File: config.mk
export PLATFORM = sky130hd
export DESIGN_NAME = magnetometer_minmax_calibrator_core
export DESIGN_NICKNAME = d
export VERILOG_FILES = /design/src/mmcal_pkg.sv /design/src/mmcal_div.sv /design/src/magnetometer_minmax_calibrator_core.sv
export SDC_FILE = /design/constraint.sdc
export NUM_CORES = 2
export LEC_CHECK = 0
export BUFFER_PORTS_ARGS = -buffer_cell sky130_fd_sc_hd__buf_4
export CAP_MARGIN = 20
export CORE_AREA = 10 10 285 218
export CTS_CLUSTER_DIAMETER = 80
export DETAILED_ROUTE_END_ITERATION = 8
export DIE_AREA = 0 0 295 228
export PLACE_DENSITY = 0.82
export RECOVER_POWER = 50
export SKIP_LAST_GASP = 1
export SLEW_MARGIN = 20
export SYNTH_ARGS = -nofsm -noshare
export SYNTH_HDL_FRONTEND = slang
export SYNTH_SLANG_ARGS = --single-unit
File: constraint.sdc
create_clock -name aclk -period 8.3 [get_ports aclk]
set_clock_uncertainty 0.15 [all_clocks]
set_input_delay 1.245 -clock aclk [delete_from_list [all_inputs] [get_ports aclk]]
set_output_delay 1.245 -clock aclk [all_outputs]
set_load 0.1 [all_outputs]
File: src/mmcal_pkg.sv
`timescale 1ns / 1ps
// ----------------------------------------------------------------------------
// mmcal_pkg: shared types and constants
// Widths and sequencer states for the magnetometer min/max calibrator.
// ----------------------------------------------------------------------------
package mmcal_pkg;

    localparam int SAMPLE_BITS     = 16;
    localparam int SCALE_FRAC_BITS = 12;
    localparam int SCALE_BITS      = SCALE_FRAC_BITS + 4;
    localparam int AXES            = 3;
    localparam int AXIS_BITS       = 2;
    localparam int RANGE_BITS      = SAMPLE_BITS + 1;
    localparam int RSUM_BITS       = RANGE_BITS + 2;
    localparam int DEN_BITS        = RANGE_BITS + 2;
    localparam int NUM_BITS        = RSUM_BITS + SCALE_FRAC_BITS;
    localparam int REM_BITS        = DEN_BITS + 1;
    localparam int CNT_BITS        = $clog2(SCALE_BITS + 1);
    localparam int DIFF_BITS       = SAMPLE_BITS + 1;
    localparam int MULT_BITS       = DIFF_BITS + SCALE_BITS + 1;
    localparam int Q_BITS          = MULT_BITS - SCALE_FRAC_BITS;
    localparam int TDATA_BITS      = ((AXES * SAMPLE_BITS + 7) / 8) * 8;

    localparam logic [SCALE_BITS-1:0] SCALE_ONE = SCALE_BITS'(1) << SCALE_FRAC_BITS;
    localparam logic [SCALE_BITS-1:0] SCALE_MAX = {SCALE_BITS{1'b1}};

    typedef logic signed [SAMPLE_BITS-1:0] sample_t;
    typedef logic [RANGE_BITS-1:0]         range_t;
    typedef logic [SCALE_BITS-1:0]         scale_t;

    typedef enum logic [2:0] {
        ST_IDLE,
        ST_RANGE,
        ST_SETUP,
        ST_DIV,
        ST_MUL,
        ST_SAT,
        ST_DONE
    } state_t;

    typedef struct packed {
        logic                start;
        logic [NUM_BITS-1:0] numer;
        logic [DEN_BITS-1:0] den;
    } div_req_t;

endpackage

File: src/mmcal_div.sv
`timescale 1ns / 1ps
// ----------------------------------------------------------------------------
// mmcal_div: restoring divider for the axis scale
// One quotient bit per cycle; the caller guarantees the quotient fits
// in the scale width, so the upper numerator bits start as the remainder.
// ----------------------------------------------------------------------------
module mmcal_div (
    input  logic                        aclk,
    input  logic                        aresetn,
    input  mmcal_pkg::div_req_t         req,
    output logic                        done,
    output mmcal_pkg::scale_t           quot
);

    logic [mmcal_pkg::REM_BITS-1:0]   rem_reg, rem_next;
    logic [mmcal_pkg::SCALE_BITS-1:0] qw_reg, qw_next;
    logic [mmcal_pkg::CNT_BITS-1:0]   cnt_reg, cnt_next;
    logic                             busy_reg, busy_next;
    logic                             done_reg, done_next;
    logic [mmcal_pkg::REM_BITS-1:0]   trial;
    logic [mmcal_pkg::REM_BITS-1:0]   den_ext;

    always_comb begin
        den_ext   = {1'b0, req.den};
        trial     = {rem_reg[mmcal_pkg::REM_BITS-2:0], qw_reg[mmcal_pkg::SCALE_BITS-1]};
        rem_next  = rem_reg;
        qw_next   = qw_reg;
        cnt_next  = cnt_reg;
        busy_next = busy_reg;
        done_next = 1'b0;
        if (req.start) begin
            rem_next  = mmcal_pkg::REM_BITS'(req.numer >> mmcal_pkg::SCALE_BITS);
            qw_next   = req.numer[mmcal_pkg::SCALE_BITS-1:0];
            cnt_next  = mmcal_pkg::CNT_BITS'(mmcal_pkg::SCALE_BITS);
            busy_next = 1'b1;
        end else if (busy_reg) begin
            if (trial >= den_ext) begin
                rem_next = trial - den_ext;
                qw_next  = {qw_reg[mmcal_pkg::SCALE_BITS-2:0], 1'b1};
            end else begin
                rem_next = trial;
                qw_next  = {qw_reg[mmcal_pkg::SCALE_BITS-2:0], 1'b0};
            end
            cnt_next = cnt_reg - mmcal_pkg::CNT_BITS'(1);
            if (cnt_reg == mmcal_pkg::CNT_BITS'(1)) begin
                busy_next = 1'b0;
                done_next = 1'b1;
            end
        end
    end

    always_ff @(posedge aclk) begin
        if (!aresetn) begin
            busy_reg <= 1'b0;
            done_reg <= 1'b0;
            cnt_reg  <= '0;
        end else begin
            busy_reg <= busy_next;
            done_reg <= done_next;
            cnt_reg  <= cnt_next;
        end
        rem_reg <= rem_next;
        qw_reg  <= qw_next;
    end

    assign done = done_reg;
    assign quot = qw_reg;

endmodule

File: src/magnetometer_minmax_calibrator_core.sv
`timescale 1ns / 1ps
// ----------------------------------------------------------------------------
// magnetometer_minmax_calibrator_core: min/max hard/soft iron correction
// Sequence from input transaction to m_tvalid: a range state, then per axis a
// setup state, the shared serial divider, a multiply and a saturate, then the
// output register. An axis with zero range or saturated scale skips the divider.
// A new sample is taken only in the idle state, after the last result has entered
// the output register, which waits while an earlier result is still held there.
// Reset (aresetn low, synchronous) clears the bounds to zero and the handshakes.
// ----------------------------------------------------------------------------
module magnetometer_minmax_calibrator_core (
    input  logic                               aclk,
    input  logic                               aresetn,
    input  logic                               s_tvalid,
    output logic                               s_tready,
    input  logic [mmcal_pkg::TDATA_BITS-1:0]   s_tdata,  // mag_x, mag_y, mag_z
    output logic                               m_tvalid,
    input  logic                               m_tready,
    output logic [mmcal_pkg::TDATA_BITS-1:0]   m_tdata,  // cal_x, cal_y, cal_z
    output logic [0:0]                         m_tuser   // clipped
);

    localparam int SB = mmcal_pkg::SAMPLE_BITS;

    mmcal_pkg::state_t  state_reg, state_next;
    logic [mmcal_pkg::AXIS_BITS-1:0] ax_reg, ax_next;

    mmcal_pkg::sample_t upper_reg [mmcal_pkg::AXES];
    mmcal_pkg::sample_t upper_next [mmcal_pkg::AXES];
    mmcal_pkg::sample_t lower_reg [mmcal_pkg::AXES];
    mmcal_pkg::sample_t lower_next [mmcal_pkg::AXES];
    mmcal_pkg::sample_t samp_reg [mmcal_pkg::AXES];
    mmcal_pkg::sample_t samp_next [mmcal_pkg::AXES];
    mmcal_pkg::sample_t cal_reg [mmcal_pkg::AXES];
    mmcal_pkg::sample_t cal_next [mmcal_pkg::AXES];
    mmcal_pkg::range_t  range_reg [mmcal_pkg::AXES];
    mmcal_pkg::range_t  range_next [mmcal_pkg::AXES];

    logic [mmcal_pkg::RSUM_BITS-1:0]   rsum_reg, rsum_next;
    mmcal_pkg::scale_t                 scale_reg, scale_next;
    logic signed [mmcal_pkg::DIFF_BITS-1:0] diff_reg, diff_next;
    logic signed [mmcal_pkg::MULT_BITS-1:0] prod_reg, prod_next;
    logic                              clip_reg, clip_next;

    logic                              m_valid_reg, m_valid_next;
    logic [mmcal_pkg::TDATA_BITS-1:0]  m_data_reg, m_data_next;
    logic                              m_clip_reg, m_clip_next;

    mmcal_pkg::div_req_t               div_req;
    logic                              div_done;
    mmcal_pkg::scale_t                 div_quot;

    logic                              s_accept;
    logic [mmcal_pkg::DEN_BITS-1:0]    den;
    logic [mmcal_pkg::DEN_BITS+3:0]    den_x16;
    logic [mmcal_pkg::DEN_BITS+3:0]    rsum_ext;
    logic signed [SB:0]                bsum;
    logic signed [mmcal_pkg::DIFF_BITS-1:0] mid_ext;
    logic signed [mmcal_pkg::MULT_BITS-1:0] adj;
    logic signed [mmcal_pkg::Q_BITS-1:0]    qv;
    logic [mmcal_pkg::Q_BITS-SB:0]     qhi;
    mmcal_pkg::range_t                 r_cur;

    assign s_tready = aresetn && (state_reg == mmcal_pkg::ST_IDLE);
    assign s_accept = s_tvalid && s_tready;

    mmcal_div u_div (
        .aclk    (aclk),
        .aresetn (aresetn),
        .req     (div_req),
        .done    (div_done),
        .quot    (div_quot)
    );

    always_comb begin
        state_next   = state_reg;
        ax_next      = ax_reg;
        upper_next   = upper_reg;
        lower_next   = lower_reg;
        samp_next    = samp_reg;
        cal_next     = cal_reg;
        range_next   = range_reg;
        rsum_next    = rsum_reg;
        scale_next   = scale_reg;
        diff_next    = diff_reg;
        prod_next    = prod_reg;
        clip_next    = clip_reg;
        m_valid_next = m_valid_reg && !m_tready;
        m_data_next  = m_data_reg;
        m_clip_next  = m_clip_reg;

        r_cur    = range_reg[ax_reg];
        den      = mmcal_pkg::DEN_BITS'({r_cur, 1'b0}) + mmcal_pkg::DEN_BITS'(r_cur);
        den_x16  = {den, 4'b0000};
        rsum_ext = (mmcal_pkg::DEN_BITS + 4)'(rsum_reg);
        bsum     = {upper_reg[ax_reg][SB-1], upper_reg[ax_reg]}
                 + {lower_reg[ax_reg][SB-1], lower_reg[ax_reg]};
        mid_ext  = {bsum[SB], bsum[SB:1]};

        adj = prod_reg + $signed({{(mmcal_pkg::MULT_BITS - mmcal_pkg::SCALE_FRAC_BITS){1'b0}},
                                  {mmcal_pkg::SCALE_FRAC_BITS{prod_reg[mmcal_pkg::MULT_BITS-1]}}});
        qv  = adj[mmcal_pkg::MULT_BITS-1:mmcal_pkg::SCALE_FRAC_BITS];
        qhi = qv[mmcal_pkg::Q_BITS-1:SB-1];

        div_req.start = 1'b0;
        div_req.numer = {rsum_reg, {mmcal_pkg::SCALE_FRAC_BITS{1'b0}}};
        div_req.den   = den;

        case (state_reg)
            mmcal_pkg::ST_IDLE: begin
                if (s_accept) begin
                    for (int a = 0; a < mmcal_pkg::AXES; a++) begin
                        samp_next[a] = s_tdata[a*SB +: SB];
                        if ($signed(s_tdata[a*SB +: SB]) >= upper_reg[a]) begin
                            upper_next[a] = s_tdata[a*SB +: SB];
                        end else if ($signed(s_tdata[a*SB +: SB]) <= lower_reg[a]) begin
                            lower_next[a] = s_tdata[a*SB +: SB];
                        end
                    end
                    clip_next  = 1'b0;
                    ax_next    = '0;
                    state_next = mmcal_pkg::ST_RANGE;
                end
            end
            mmcal_pkg::ST_RANGE: begin
                for (int a = 0; a < mmcal_pkg::AXES; a++) begin
                    range_next[a] = mmcal_pkg::RANGE_BITS'({upper_reg[a][SB-1], upper_reg[a]}
                                  - {lower_reg[a][SB-1], lower_reg[a]});
                end
                rsum_next  = mmcal_pkg::RSUM_BITS'(range_next[0])
                           + mmcal_pkg::RSUM_BITS'(range_next[1])
                           + mmcal_pkg::RSUM_BITS'(range_next[2]);
                state_next = mmcal_pkg::ST_SETUP;
            end
            mmcal_pkg::ST_SETUP: begin
                diff_next = {samp_reg[ax_reg][SB-1], samp_reg[ax_reg]} - mid_ext;
                if (r_cur == '0) begin
                    scale_next = mmcal_pkg::SCALE_ONE;
                    state_next = mmcal_pkg::ST_MUL;
                end else if (rsum_ext >= den_x16) begin
                    scale_next = mmcal_pkg::SCALE_MAX;
                    clip_next  = 1'b1;
                    state_next = mmcal_pkg::ST_MUL;
                end else begin
                    div_req.start = 1'b1;
                    state_next    = mmcal_pkg::ST_DIV;
                end
            end
            mmcal_pkg::ST_DIV: begin
                if (div_done) begin
                    scale_next = div_quot;
                    state_next = mmcal_pkg::ST_MUL;
                end
            end
            mmcal_pkg::ST_MUL: begin
                prod_next  = mmcal_pkg::MULT_BITS'(diff_reg)
                           * mmcal_pkg::MULT_BITS'($signed({1'b0, scale_reg}));
                state_next = mmcal_pkg::ST_SAT;
            end
            mmcal_pkg::ST_SAT: begin
                if ((qhi == '0) || (qhi == '1)) begin
                    cal_next[ax_reg] = qv[SB-1:0];
                end else if (qv[mmcal_pkg::Q_BITS-1]) begin
                    cal_next[ax_reg] = {1'b1, {(SB-1){1'b0}}};
                    clip_next        = 1'b1;
                end else begin
                    cal_next[ax_reg] = {1'b0, {(SB-1){1'b1}}};
                    clip_next        = 1'b1;
                end
                if (ax_reg == mmcal_pkg::AXIS_BITS'(mmcal_pkg::AXES - 1)) begin
                    state_next = mmcal_pkg::ST_DONE;
                end else begin
                    ax_next    = ax_reg + mmcal_pkg::AXIS_BITS'(1);
                    state_next = mmcal_pkg::ST_SETUP;
                end
            end
            mmcal_pkg::ST_DONE: begin
                if (!m_valid_reg || m_tready) begin
                    m_valid_next = 1'b1;
                    m_data_next  = mmcal_pkg::TDATA_BITS'({cal_reg[2], cal_reg[1], cal_reg[0]});
                    m_clip_next  = clip_reg;
                    state_next   = mmcal_pkg::ST_IDLE;
                end
            end
            default: begin
                state_next = mmcal_pkg::ST_IDLE;
            end
        endcase
    end

    always_ff @(posedge aclk) begin
        if (!aresetn) begin
            state_reg   <= mmcal_pkg::ST_IDLE;
            ax_reg      <= '0;
            m_valid_reg <= 1'b0;
            for (int a = 0; a < mmcal_pkg::AXES; a++) begin
                upper_reg[a] <= '0;
                lower_reg[a] <= '0;
            end
        end else begin
            state_reg   <= state_next;
            ax_reg      <= ax_next;
            m_valid_reg <= m_valid_next;
            upper_reg   <= upper_next;
            lower_reg   <= lower_next;
        end
        samp_reg   <= samp_next;
        cal_reg    <= cal_next;
        range_reg  <= range_next;
        rsum_reg   <= rsum_next;
        scale_reg  <= scale_next;
        diff_reg   <= diff_next;
        prod_reg   <= prod_next;
        clip_reg   <= clip_next;
        m_data_reg <= m_data_next;
        m_clip_reg <= m_clip_next;
    end

    assign m_tvalid   = m_valid_reg;
    assign m_tdata    = m_data_reg;
    assign m_tuser[0] = m_clip_reg;

endmodule

==> impl_metrics.env <==
export IMPL_cts_path_max_buffers=3
export IMPL_yosys_area_top_type_share_pct=24.9
export IMPL_synth_compound_area_share_pct=11.0
export IMPL_num_nets_final=4490
export IMPL_cp_buffers_inverters=3
export IMPL_layout_drive_gt1_share_pct=3.35
export IMPL_status="finished with violations"
export IMPL_wl_per_cell_um=20.3
export IMPL_clock_latency_ns=0.59
export IMPL_dieArea_um2=67300
export IMPL_first_global_vias=26400
export IMPL_violations="max-capacitance violations, max-slew violations"
export IMPL_cts_sinks=427
export IMPL_synthAdderAreaFrac_pct=28.9
export IMPL_die_width_um=295
export IMPL_grt_max_degree=108
export IMPL_drtIter0Drc=3176
export IMPL_synth_cell_types=83
export IMPL_hold_violations=0
export IMPL_drc_errors=0
export IMPL_grt_pass1_wl_mm=146
export IMPL_hold_slack_ns=0.267
export IMPL_yosys_top_cells_area="edfxtp_1, fa_1, ha_1"
export IMPL_critPathSlowestCell="fa_1"
export IMPL_die_h_um=228
export IMPL_cts_max_level=2
export IMPL_critPathKind="reg2reg"
export IMPL_cts_resized=0
export IMPL_maxCapViolations=4
export IMPL_port_buffers=102
export IMPL_fill_cells=4320
export IMPL_crit_family="adder cells"
export IMPL_start_kind="flip-flop"
export IMPL_rsz0062_at_grt="no"
export IMPL_r2r_cells=19
export IMPL_yosys_register_bits=427
export IMPL_firstDrtPassIters=6
export IMPL_dp_hpwl_mm=72.9
export IMPL_grt_ovfl_total=0
export IMPL_fmax_mhz=132
export IMPL_drv_slew=209
export IMPL_synth_edf_count=302
export IMPL_cts_hold_buf=0
export IMPL_hold_end="m_tdata[28]"
export IMPL_gpl_final_weighted_congestion=0.961
export IMPL_start_util_pct=64.1
export IMPL_synthSimpleGateAreaFrac_pct=13.9
export IMPL_cts_buffers=45
export IMPL_clockRootBuffer="clkbuf_16"
export IMPL_syn_num_nets=4438
export IMPL_period_share_pct=91.0
export IMPL_setup_viol=0
export IMPL_synthArstFlopShare_pct=0
export IMPL_syn2layout_area_growth_pct=7.10
export IMPL_coreArea_um2=56800
export IMPL_yosysTopAreaCell="edfxtp_1"
export IMPL_synth_xor_area_share_pct=3.52
export IMPL_vias_per_cell=5.98
export IMPL_num_vias=27300
export IMPL_syn_inst=3728
export IMPL_multiInputGateArea_um2=22300
export IMPL_synth_area_um2=36400
export IMPL_reg2reg_to="prod_reg[32]"
export IMPL_path_cells="nand2_1 > fa_1 > inv_1 > fa_1 > fa_1 > fa_1 > fa_1 > inv_1 > fa_1 > inv_1 > ha_1 > a21oi_1 > o21ai_0 > or4_4 > o211a_1 > o41a_1 > or2_1 > a41o_1 > a211oi_1"
export IMPL_synthMuxAreaShare_pct=3.96
export IMPL_post_synth_top_count_cell="inv_1"
export IMPL_grt_util_all_layers_pct=27.1
export IMPL_crit_top_cell="fa_1"
export IMPL_regArea_um2=11600
export IMPL_drt_wl_total_mm=92.6
export IMPL_synth_main_ff_cell="edfxtp_1"
export IMPL_cts_tree="done"
export IMPL_pin_count=103
export IMPL_slowest_delay_ns=0.71
export IMPL_hp_class="reg2reg"
export IMPL_slew_headroom_pct=-152
export IMPL_r2r_slack_ns=0.75
export IMPL_worstReg2RegStart="scale_reg[2]"
export IMPL_cp_max_fo=17
export IMPL_syn_area_per_cell_um2=9.75
export IMPL_floorplan_rows=76
export IMPL_netlist_top_cells_count="inv_1, nand2_1, ha_1"
export IMPL_tightest_slew_ns=3.78
export IMPL_worstHoldPathCells=0
export IMPL_cp_data_arrival_time_ns=7.78
export IMPL_yosysSeqAreaShare_pct=31.8
export IMPL_post_cts_buffers=0
export IMPL_cp_end_kind="flip-flop"
export IMPL_critPathRequiredTime_ns=8.53
export IMPL_yosys_warnings=0
export IMPL_ant_nets=0
export IMPL_min_period_ns=7.55
export IMPL_fin_tns_setup_ns=0
export IMPL_clk_pin_slew_ns=0.07
export IMPL_antenna_found_initial=6
export IMPL_synth_top_family_by_area="adder cells"
## final cells by class
type	instances	share of cell area, %
Multi-Input combinational cell	2645	57.4
Sequential cell	427	29.7
Inverter	541	5.21
Clock buffer	57	3.16
Tap cell	741	2.38
Timing Repair Buffer	120	1.31
Clock inverter	27	0.790
Antenna cell	8	0.0514
## metal layers
layer	track usage, %	wire [um]	up-vias
met5	0	0	-
li1	-	-	12700
met2	39.1	39100	1282
met3	5.71	9210	155
met1	40.4	41500	13200
met4	8.47	2830	0
## cells by family after synthesis
family                   Yosys count
AND/OR/NAND/NOR                 1054
adder cells (fa/ha/maj)          658
buffers and inverters            656
AO/OA/AOI/OAI                    644
flip-flops                       427
XOR/XNOR                         146
multiplexers                     143
## worst max path at each step
stage               depth (start not counted)           end         start  slack (ns)
CTS                                        19  prod_reg[32]  scale_reg[2]        0.74
global placement                           19  prod_reg[32]  scale_reg[2]        1.02
detailed placement                         19  prod_reg[32]  scale_reg[2]        0.76
global route                               19  prod_reg[32]  diff_reg[16]        0.41
floorplan                                  20  prod_reg[32]  scale_reg[3]        1.42
finish                                     19  prod_reg[32]  scale_reg[2]        0.75
## worst register-to-register path: stages, from the launching register on
cell	delay, ns
edfxtp_1	0.67
nand2_1	0.23
fa_1	0.71
inv_1	0.14
fa_1	0.50
fa_1	0.54
fa_1	0.45
fa_1	0.55
inv_1	0.06
fa_1	0.55
inv_1	0.05
ha_1	0.35
a21oi_1	0.17
o21ai_0	0.26
or4_4	0.56
o211a_1	0.25
o41a_1	0.39
or2_1	0.25
a41o_1	0.25
a211oi_1	0.29
## cells in the final DEF, fill, tap and decap left out, types with 21 or more instances in the layout
cell type  netlist  layout
nand4_1         28      28
xnor2_1         99      99
and3_1          21      21
clkbuf_16        0      45
o21ai_1         71      70
and2_1         147     142
a21o_1          57      57
o21a_1          68      68
nor2b_1         57      56
nand2_1        441     441
mux2i_1        135     135
nor3_1          54      54
dfxtp_1        125     123
fa_1           304     304
a211oi_1        38      38
clkbuf_1        99     110
ha_1           354     354
inv_1          541     541
nand3_1         49      48
o21ai_0        109     110
xor2_1          47      47
a21oi_1        185     183
edfxtp_1       302     302
nor2_1         157     157
nand2b_1        27      26
## stage by stage
stage                     std cells  util, %  instance area, um^2  worst slack [ns]
final                          4566     68.6                38900             0.749
after global routing           4563     68.6                38900             0.409
after CTS                      4558     69.3                39300             0.744
after detailed placement       4474     66.6                37800             0.757
after global placement         4474     66.6                37800              1.02
after floorplan                3728        -                36400              1.42
Power is not shown: default switching activity piles up to over one toggle a cycle in this logic, so the estimate is an artifact.
